--- src/rtl/core/cttt_pkg.sv ---
// Shared types and codes for the cooperative task timer table.
package cttt_pkg;

    // The number of results one dispatch request may give.
    localparam int MaxResults = 16;
    localparam int ResCntW = $clog2(MaxResults + 1);

    typedef enum logic [1:0] {
        MODE_TICK     = 2'd0,
        MODE_ADD      = 2'd1,
        MODE_DELETE   = 2'd2,
        MODE_DISPATCH = 2'd3
    } mode_e;

    typedef enum logic [2:0] {
        STATUS_OK           = 3'd0,
        STATUS_FULL         = 3'd1,
        STATUS_NOT_FOUND    = 3'd2,
        STATUS_NONE_PENDING = 3'd3,
        STATUS_BAD_TAG      = 3'd4
    } status_e;

    typedef enum logic [1:0] {
        ST_IDLE,
        ST_WALK,
        ST_FINISH,
        ST_DRAIN
    } state_e;

    typedef struct packed {
        logic [7:0]  tag;
        logic [23:0] countdown;
        logic [23:0] period;
        logic [7:0]  pending;
        logic [31:0] id;
    } slot_t;

    typedef struct packed {
        mode_e       mode;
        logic [7:0]  tag;
        logic [23:0] delay;
        logic [23:0] period;
        logic [31:0] target;
        logic [31:0] next_id;
        logic        found;
        logic        emit_full;
    } head_ctl_t;

    typedef struct packed {
        logic hit;
        logic emit;
    } head_evt_t;

    typedef struct packed {
        status_e     status;
        logic [31:0] issued_id;
        logic [7:0]  run_tag;
        logic [3:0]  slot_index;
        logic [31:0] elapsed;
        logic        last;
    } result_t;

endpackage

--- src/rtl/core/cooperative_task_timer_table_core.sv ---
// Top level of the cooperative task timer table.
// The task slots sit in a ring of cells that rotates by one slot per cycle while a
// request walks it, unless the output side stalls; the head slot passes through a
// single update unit and re-enters at the tail, so every request walks the whole
// table once and leaves it in its original order. A request passes from its
// acceptance through one rotation of the ring, a step that forms the final result
// and a step that hands it to the output register before the next is accepted.
// The walk halts while the output side stalls and a further dispatch result is
// found, and the hand-off waits for the output register to empty. The block accepts
// a new request while the previous result still waits in the output register.
// Results of a dispatch come in slot order, the final one with last set;
// slot_index carries the low four bits of the slot number.
module cooperative_task_timer_table_core
    import cttt_pkg::*;
#(
    parameter int NUM_SLOTS = 16
)
(
    input  logic        clk,
    input  logic        rst_n,
    input  logic        in_valid,
    output logic        in_ready,
    input  logic [1:0]  mode,
    input  logic [7:0]  task_tag,
    input  logic [23:0] first_delay,
    input  logic [23:0] repeat_period,
    input  logic [31:0] target_id,
    output logic        out_valid,
    input  logic        out_ready,
    output logic [2:0]  status,
    output logic [31:0] issued_id,
    output logic [7:0]  run_tag,
    output logic [3:0]  slot_index,
    output logic [31:0] elapsed_ticks,
    output logic        last
);

    localparam int IdxW = (NUM_SLOTS > 1) ? $clog2(NUM_SLOTS) : 1;

    state_e              state_reg, state_next;
    logic [IdxW-1:0]     step_reg, step_next;
    logic                found_reg, found_next;
    logic [IdxW-1:0]     fidx_reg, fidx_next;
    logic [ResCntW-1:0]  cnt_reg, cnt_next;
    logic [31:0]         tick_reg, tick_next;
    logic [31:0]         nid_reg, nid_next;
    logic                hold_v_reg, hold_v_next;
    logic                outv_reg, outv_next;

    result_t             hold_reg, hold_next;
    result_t             out_reg, out_next;
    mode_e               mode_reg, mode_next;
    logic [7:0]          tag_reg, tag_next;
    logic [23:0]         delay_reg, delay_next;
    logic [23:0]         period_reg, period_next;
    logic [31:0]         target_reg, target_next;

    logic                shift;
    logic                move;
    logic                out_free;
    logic                stall;

    slot_t               ring_q [NUM_SLOTS];
    slot_t               head_out;
    head_ctl_t           ctl;
    head_evt_t           evt;

    // Cell i takes from cell i+1; the last cell takes the updated head slot.
    for (genvar i = 0; i < NUM_SLOTS; i++)
    begin : g_ring
        slot_t cell_d;
        if (i == NUM_SLOTS - 1)
        begin : g_tail
            assign cell_d = head_out;
        end
        else
        begin : g_mid
            assign cell_d = ring_q[i+1];
        end
        cttt_cell u_cell (
            .clk   (clk),
            .rst_n (rst_n),
            .shift (shift),
            .d     (cell_d),
            .q     (ring_q[i])
        );
    end

    always_comb
    begin
        ctl.mode      = mode_reg;
        ctl.tag       = tag_reg;
        ctl.delay     = delay_reg;
        ctl.period    = period_reg;
        ctl.target    = target_reg;
        ctl.next_id   = nid_reg;
        ctl.found     = found_reg;
        ctl.emit_full = (cnt_reg == ResCntW'(MaxResults));
    end

    cttt_head u_head (
        .slot_in  (ring_q[0]),
        .ctl      (ctl),
        .slot_out (head_out),
        .evt      (evt)
    );

    assign out_free = !outv_reg || out_ready;
    assign stall    = evt.emit && hold_v_reg && !out_free;

    always_comb
    begin
        state_next  = state_reg;
        step_next   = step_reg;
        found_next  = found_reg;
        fidx_next   = fidx_reg;
        cnt_next    = cnt_reg;
        tick_next   = tick_reg;
        nid_next    = nid_reg;
        hold_v_next = hold_v_reg;
        hold_next   = hold_reg;
        outv_next   = outv_reg;
        out_next    = out_reg;
        mode_next   = mode_reg;
        tag_next    = tag_reg;
        delay_next  = delay_reg;
        period_next = period_reg;
        target_next = target_reg;
        shift       = 1'b0;
        move        = 1'b0;

        unique case (state_reg)
            ST_IDLE:
            begin
                if (in_valid)
                begin
                    mode_next   = mode_e'(mode);
                    tag_next    = task_tag;
                    delay_next  = first_delay;
                    period_next = repeat_period;
                    target_next = target_id;
                    step_next   = '0;
                    found_next  = 1'b0;
                    fidx_next   = '0;
                    cnt_next    = '0;
                    if (mode_e'(mode) == MODE_TICK)
                    begin
                        tick_next = tick_reg + 32'd1;
                    end
                    state_next = ST_WALK;
                end
            end
            ST_WALK:
            begin
                if (!stall)
                begin
                    shift = 1'b1;
                    if (evt.hit)
                    begin
                        found_next = 1'b1;
                        fidx_next  = step_reg;
                    end
                    if (evt.emit)
                    begin
                        // The earlier dispatch result is known not to be the
                        // final one now, so it may go out.
                        move                 = hold_v_reg;
                        hold_v_next          = 1'b1;
                        hold_next.status     = STATUS_OK;
                        hold_next.issued_id  = ring_q[0].id;
                        hold_next.run_tag    = ring_q[0].tag;
                        hold_next.slot_index = 4'(step_reg);
                        hold_next.elapsed    = tick_reg;
                        hold_next.last       = 1'b0;
                        cnt_next             = cnt_reg + ResCntW'(1);
                    end
                    if (step_reg == IdxW'(NUM_SLOTS - 1))
                    begin
                        state_next = ST_FINISH;
                    end
                    else
                    begin
                        step_next = step_reg + IdxW'(1);
                    end
                end
            end
            ST_FINISH:
            begin
                hold_v_next          = 1'b1;
                hold_next.status     = STATUS_OK;
                hold_next.issued_id  = 32'd0;
                hold_next.run_tag    = 8'd0;
                hold_next.slot_index = 4'd0;
                hold_next.elapsed    = tick_reg;
                hold_next.last       = 1'b1;
                unique case (mode_reg)
                    MODE_TICK:
                    begin
                        hold_next.status = STATUS_OK;
                    end
                    MODE_ADD:
                    begin
                        priority if (tag_reg == 8'd0)
                        begin
                            hold_next.status = STATUS_BAD_TAG;
                        end
                        else if (!found_reg)
                        begin
                            hold_next.status = STATUS_FULL;
                        end
                        else
                        begin
                            hold_next.issued_id  = nid_reg;
                            hold_next.slot_index = 4'(fidx_reg);
                            nid_next             = nid_reg + 32'd1;
                        end
                    end
                    MODE_DELETE:
                    begin
                        if (found_reg)
                        begin
                            hold_next.slot_index = 4'(fidx_reg);
                        end
                        else
                        begin
                            hold_next.status = STATUS_NOT_FOUND;
                        end
                    end
                    MODE_DISPATCH:
                    begin
                        if (hold_v_reg)
                        begin
                            hold_next      = hold_reg;
                            hold_next.last = 1'b1;
                        end
                        else
                        begin
                            hold_next.status = STATUS_NONE_PENDING;
                        end
                    end
                    default:
                    begin
                        hold_next.status = STATUS_OK;
                    end
                endcase
                state_next = ST_DRAIN;
            end
            ST_DRAIN:
            begin
                if (out_free)
                begin
                    move        = 1'b1;
                    hold_v_next = 1'b0;
                    state_next  = ST_IDLE;
                end
            end
            default:
            begin
                state_next = ST_IDLE;
            end
        endcase

        if (move)
        begin
            out_next  = hold_reg;
            outv_next = 1'b1;
        end
        else if (out_ready)
        begin
            outv_next = 1'b0;
        end
    end

    always_ff @(posedge clk or negedge rst_n)
    begin
        if (!rst_n)
        begin
            state_reg  <= ST_IDLE;
            step_reg   <= '0;
            found_reg  <= 1'b0;
            fidx_reg   <= '0;
            cnt_reg    <= '0;
            tick_reg   <= 32'd0;
            nid_reg    <= 32'd1;
            hold_v_reg <= 1'b0;
            outv_reg   <= 1'b0;
        end
        else
        begin
            state_reg  <= state_next;
            step_reg   <= step_next;
            found_reg  <= found_next;
            fidx_reg   <= fidx_next;
            cnt_reg    <= cnt_next;
            tick_reg   <= tick_next;
            nid_reg    <= nid_next;
            hold_v_reg <= hold_v_next;
            outv_reg   <= outv_next;
        end
    end

    always_ff @(posedge clk)
    begin
        hold_reg   <= hold_next;
        out_reg    <= out_next;
        mode_reg   <= mode_next;
        tag_reg    <= tag_next;
        delay_reg  <= delay_next;
        period_reg <= period_next;
        target_reg <= target_next;
    end

    assign in_ready      = (state_reg == ST_IDLE);
    assign out_valid     = outv_reg;
    assign status        = out_reg.status;
    assign issued_id     = out_reg.issued_id;
    assign run_tag       = out_reg.run_tag;
    assign slot_index    = out_reg.slot_index;
    assign elapsed_ticks = out_reg.elapsed;
    assign last          = out_reg.last;

endmodule

--- src/rtl/core/cttt_cell.sv ---
// One slot stage of the rotating task table.
module cttt_cell
    import cttt_pkg::*;
(
    input  logic  clk,
    input  logic  rst_n,
    input  logic  shift,
    input  slot_t d,
    output slot_t q
);

    slot_t slot_reg;
    slot_t slot_next;

    always_comb
    begin
        slot_next = slot_reg;
        if (shift)
        begin
            slot_next = d;
        end
    end

    always_ff @(posedge clk or negedge rst_n)
    begin
        if (!rst_n)
        begin
            slot_reg <= '0;
        end
        else
        begin
            slot_reg <= slot_next;
        end
    end

    assign q = slot_reg;

endmodule

--- src/rtl/core/cttt_head.sv ---
// Update logic for the slot that sits at the head of the ring.
module cttt_head
    import cttt_pkg::*;
(
    input  slot_t     slot_in,
    input  head_ctl_t ctl,
    output slot_t     slot_out,
    output head_evt_t evt
);

    logic occupied;

    assign occupied = (slot_in.tag != 8'd0);

    always_comb
    begin
        slot_out = slot_in;
        evt      = '0;
        unique case (ctl.mode)
            MODE_TICK:
            begin
                if (occupied)
                begin
                    if (slot_in.countdown == 24'd0)
                    begin
                        if (slot_in.pending != 8'hFF)
                        begin
                            slot_out.pending = slot_in.pending + 8'd1;
                        end
                        if (slot_in.period != 24'd0)
                        begin
                            slot_out.countdown = slot_in.period;
                        end
                    end
                    else
                    begin
                        slot_out.countdown = slot_in.countdown - 24'd1;
                    end
                end
            end
            MODE_ADD:
            begin
                if (!ctl.found && ctl.tag != 8'd0 && !occupied)
                begin
                    slot_out.tag       = ctl.tag;
                    slot_out.countdown = ctl.delay;
                    slot_out.period    = ctl.period;
                    slot_out.pending   = 8'd0;
                    slot_out.id        = ctl.next_id;
                    evt.hit            = 1'b1;
                end
            end
            MODE_DELETE:
            begin
                if (!ctl.found && occupied && slot_in.id == ctl.target)
                begin
                    slot_out = '0;
                    evt.hit  = 1'b1;
                end
            end
            MODE_DISPATCH:
            begin
                if (slot_in.pending != 8'd0 && !ctl.emit_full)
                begin
                    evt.emit         = 1'b1;
                    slot_out.pending = slot_in.pending - 8'd1;
                    // A one-shot task leaves the table once it has run.
                    if (slot_in.period == 24'd0)
                    begin
                        slot_out = '0;
                    end
                end
            end
            default:
            begin
                slot_out = slot_in;
            end
        endcase
    end

endmodule

--- config.mk ---
export PLATFORM = sky130hd
export DESIGN_NAME = cooperative_task_timer_table_core
export DESIGN_NICKNAME = d
export VERILOG_FILES = /design/src/rtl/core/cttt_pkg.sv /design/src/rtl/core/cooperative_task_timer_table_core.sv /design/src/rtl/core/cttt_cell.sv /design/src/rtl/core/cttt_head.sv
export SDC_FILE = /design/constraint.sdc
export NUM_CORES = 2
export LEC_CHECK = 0
export BUFFER_PORTS_ARGS = -buffer_cell sky130_fd_sc_hd__buf_2
export CORE_ASPECT_RATIO = 1.5
export CORE_MARGIN = 4
export CORE_UTILIZATION = 25
export DETAILED_ROUTE_END_ITERATION = 6
export PLACE_DENSITY = 0.47
export SYNTH_ARGS = -nofsm -noshare
export SYNTH_HDL_FRONTEND = slang
export SYNTH_HIERARCHICAL = 1
export SYNTH_SLANG_ARGS = --single-unit
--- constraint.sdc ---
create_clock -name clk -period 5.4 [get_ports clk]
set_clock_uncertainty 0.2 [all_clocks]
set_input_delay 0.54 -clock clk [delete_from_list [all_inputs] [get_ports clk]]
set_output_delay 0.54 -clock clk [all_outputs]
set_load 0.1 [all_outputs]
# Word level (Yosys, flattened, before mapping)
# Cells that the tools add are included.
dict set report word_totals {
  register_bits 1868
  out_inout_bits 82
  inputBits 94
}
dict set report classes {
  bitwise_logic 1
  reduce_logical 37
  eq_ne 18
  addsub 7
  mux 69
}
# operator n
set ops {}
lappend ops {{$mux 96} 4}
lappend ops {{$mux 80} 2}
lappend ops {{$pmux 80 s2} 1}
lappend ops {{$pmux 24 s4} 1}
lappend ops {{$pmux 32 s3} 1}
lappend ops {{$mux 77} 1}
lappend ops {{$mux 24} 3}
lappend ops {{$pmux 24 s3} 1}
lappend ops {{$add 32x1->32 const B} 2}
lappend ops {{$mux 32} 2}
lappend ops {{$pmux 32 s2} 1}
lappend ops {{$logic_not 24->1} 2}
lappend ops {{$mux 33} 1}
lappend ops {{$eq 32x32->1} 1}
lappend ops {{$mux 8} 4}
lappend ops {{$pmux 8 s4} 1}
lappend ops {{$mux 4} 7}
lappend ops {{$reduce_and 4->1} 7}
lappend ops {{$pmux 8 s3} 1}
lappend ops {{$reduce_bool 24->1} 1}
lappend ops {{$reduce_bool 8->1} 3}
lappend ops {{$sub 24x1->24 const B} 1}
lappend ops {{$mux 1} 18}
lappend ops {{$pmux 4 s2} 2}
lappend ops {{other kinds (30)} 64}

# Depth between registers and ports, before layout
dict set report logic_depth {
  depth_word 10
  depth_mapped 14
}

# By module
# The synthesis kept the hierarchy.
# mod area_each_um2 instances seq_area_each_um2 cells_each
set by_module_without_submodules {}
lappend by_module_without_submodules {cttt_cell 3764.9 16 2402.3 203}
lappend by_module_without_submodules {cooperative_task_timer_table_core 12121.6 1 9560.4 695}
lappend by_module_without_submodules {cttt_head 3159.3 1 0.0 482}

# Worst setup path after synthesis
# Ideal clock, no wire load.
dict set report synth_path {
  path_kind {register to register}
  start {reg cnt_reg[0]}
  end {reg out_reg (netlist bit elapsed_ticks[0]) (enable)}
  path_buffers 1
  setup_slack_ps -181
  period_less_slack_ps 5581
  setup_ps 519
  stages_incl_launch_ff 10
  t_arrival_ps 4862
  cell_sequence {dfrtp_1 -> inv_1 -> ha_1 -> nand2_1 -> nor3_1 -> a31o_2 -> buf_2 -> nor2_1 -> a31oi_1 -> nor2_1}
}
# element line
set synth_lines {}
lappend synth_lines {{start: declaration} cooperative_task_timer_table_core.sv:44} ;# logic [ResCntW-1:0] cnt_reg, cnt_next;
lappend synth_lines {{start signal: assignment} cooperative_task_timer_table_core.sv:294} ;# cnt_reg <= cnt_next;
lappend synth_lines {{end signal: assignment} cooperative_task_timer_table_core.sv:305} ;# out_reg <= out_next;
lappend synth_lines {{end: declaration} cooperative_task_timer_table_core.sv:51} ;# result_t out_reg, out_next;

==> impl_metrics.yaml <==
status:
  status: "finished, final reports clean"
yosys:
  synth_area_um2: 75500
  synth.avg_cell_area_um2: 17.1
  synth_top_cell_by_area: "dfrtp_1"
  async_flop_share_pct: 86.6
  synth_edf_count: 250
  yosysWarnings: 6
  synth_cell_types: 81
  synth_fp_nets: 4542
  synth_top_flop_cell: "dfrtp_1"
  synth_xor_area_share_pct: 1.19
  synth_compound_area_share_pct: 2.59
  yosysSeqAreaShare_pct: 63.6
  netlist.area_leader.share_pct: 53.6
  synth-seq-cells: 1868
  synthAdderAreaFrac_pct: 0.381
  synthTopCellsByArea: "dfrtp_1, mux2_2, mux2_4, edfxtp_1, buf_12"
  synth_cells: 4425
  muxShareOfSynthArea_pct: 26.2
  synth_top_family_by_area: "multiplexers"
  yosys.area_share.simple_pct: 2.79
global_route:
  first_global_vias: 39813
  grt_max_degree: 150
  antenna_found_initial: 6
  track_usage_pct: 10.1
  grt_pass1_wl_um: 248000
  overflow: 0
worst_setup_path:
  path_cells: "xor2_1 > nor4_1 > nand3_1 > o41ai_4 > nand3_4 > buf_12 > a22o_1 > mux2_2"
  critical_path_class: "flip-flop to flip-flop"
  cp.required_ns: 5.91
  cpMaxStageDelayCell: "nor4_1"
  r2r_start: "g_ring[0].u_cell/q[29]$_DFFE_PN0P_"
  slowest_delay_ns: 0.87
  crit_path_end_kind: "flip-flop"
  crit_arrival_ns: 4.75
  rr_worst_depth: 8
  crit_fanout: 50
  worstSetupStartpointType: "flip-flop"
  cp-startpoint: "g_ring[0].u_cell/q[29]$_DFFE_PN0P_"
die:
  io_pins: 176
  core_area_um2: 300000
  start_util_pct: 25.2
  row_count: 246
  dieArea_um2: 311000
  die_h_um: 681
  die_x_um: 457
route:
  routed_wire_length_per_instance_um: 17.9
  drtIter0Drc: 2035
  via_count: 36902
  ant_nets: 0
  firstDrtPassIters: 5
  wirelength_um: 159000
  detail_route.vias_per_cell: 4.15
  drcViolationCount: 0
final_layout:
  area_growth_pct: 15.9
  largest_reg_flops: 1536
  final_cell_mix: "dfrtp_1, mux2_2, mux2_4"
  drive_gt1_share_pct: 43.7
  fillers: 29832
  stdcell_count: 8887
  nNetsFinal: 4886
  final_common_cell: "dfrtp_1"
clock_network:
  clk_pin_slew_ns: 0.06
  cts.path.max_buffers: 4
  root_buffer: "clkbuf_16"
  cts-htree-levels: 4
  cts_buffers: 194
  ctsResizeCount: 0
  cts.sinks: 1868
  cts_tree: "built"
  clk_latency_ns: 0.85
  post_cts_buffers: 0
sta:
  slew_headroom_pct: 18.6
  finalSetupTns_ns: 0
  drv_slew: 0
  fin_crit_sh_pct: 78.5
  rsz0062_at_grt: "no"
  hold_viol_final: 0
  worstMarginPinSlew_ns: 1.22
  final.min_clock_period_ns: 4.24
  setup_viol: 0
  fmax_mhz: 236
placement:
  portBuffers: 175
  dpl.hpwl_um: 103000
  place_congestion: 0.790
  dp_cells: 8448
power_and_ir_drop:
  powerDensity_nw_per_um2: 487
  p_leak_nw: 40.7
  peakVddDrop_mv: 0.382
flow_run:
  drv_cap: 0
hold_path:
  min_path_type: "input port to flip-flop"
  hold_depth: 2
  worstHoldStart: "target_id[9]"
## cells in the mapped netlist (all sizes together) (26+ instances only)
master / instances
xor2: 39
o21ai: 48
nand3: 50
a21oi: 51
nor2: 36
inv: 31
nor4: 46
xnor2: 64
nand4: 45
nor3: 26
mux2: 1539
buf: 207
dfrtp: 1617
edfxtp: 250
nand2: 82
a22o: 101
## cell type report
type                            count  area [µm²]  area share [%]
Inverter                           32         123           0.140
Sequential cell                  1868       48000            54.8
Clock buffer                      269        5440            6.22
Tap cell                         3968        4960            5.67
Clock inverter                     73         881            1.01
Antenna cell                        4        10.0          0.0114
Multi-Input combinational cell   2299       25100            28.6
Timing Repair Buffer              374        3030            3.46
## final timing paths
kind	end	slack [ns]
max	g_ring[15].u_cell/q[88]$_DFFE_PN0P_	1.16
min	target_reg[9]$_DFFE_PP_	0.20
max reg2reg	g_ring[15].u_cell/q[88]$_DFFE_PN0P_	1.16
min reg2reg	elapsed_ticks[22]$_DFFE_PP_	0.22
max in group asynchronous	g_ring[9].u_cell/q[78]$_DFFE_PN0P_	3.24
min in group asynchronous	g_ring[0].u_cell/q[17]$_DFFE_PN0P_	0.23
## layer usage
| metal | track usage, % | vias up | wire (µm) |
|---|---|---|---|
| met3 | 1.63 | 303 | 5460 |
| met2 | 16.5 | 560 | 75200 |
| met1 | 13.5 | 19333 | 72700 |
| met5 | 0 | - | 13 |
| met4 | 3.85 | 2 | 6020 |
| li1 | - | 16704 | - |
## cells by family (layout without fill, tap and decap cells)
group | Yosys count | after routing
compound gates | 262 | 262
xor+xnor | 103 | 103
fa+ha+maj | 23 | 23
buf+inv | 258 | 748
flops | 1868 | 1868
mux | 1544 | 1544
other cells | 0 | 4
simple gates | 367 | 367
## through the flow
| stage | worst slack [ns] | util [%] | power [mW] | instance area, µm² | hold WS (ns) |
|---|---|---|---|---|---|
| 3_5_place_dp | 1.09 | 26.7 | 29.6 | 80300 | 0.205 |
| 2_1_floorplan | 1.15 | - | 27.9 | 75500 | 0.0444 |
| 6_report | 1.16 | 29.2 | 42.6 | 87500 | 0.196 |
| 5_1_grt | 0.926 | 29.2 | 44.8 | 87500 | 0.132 |
| 4_1_cts | 1.10 | 29.2 | 43.5 | 87500 | 0.108 |
| 3_3_place_gp | 1.12 | 26.7 | 29.4 | 80300 | 0.204 |
## where the power goes
part	leakage (nW)	internal (mW)	switching, mW
Combinational	12.9	4.65	6.41
Clock	3.08	7.86	5.62
Sequential	24.7	16.8	1.28
Total	40.7	29.3	13.3
## critical path: cells and delay by family, from the launching register on
family                    cells  cell delay, ns
AOI/OAI and AO/OA             2            0.94
xor gates and xnor gates      1            0.17
muxes                         1            0.26
DFF                           1            0.45
and+or+nand+nor               3            1.60
buffers and inverters         1            0.37
## repair_timing
item,4_1_cts,5_1_grt
endpoints found under the setup margin,0,0
hold endpoints to repair,201,0
hold buffers,93,0
Power figures use the tool's default switching activity.
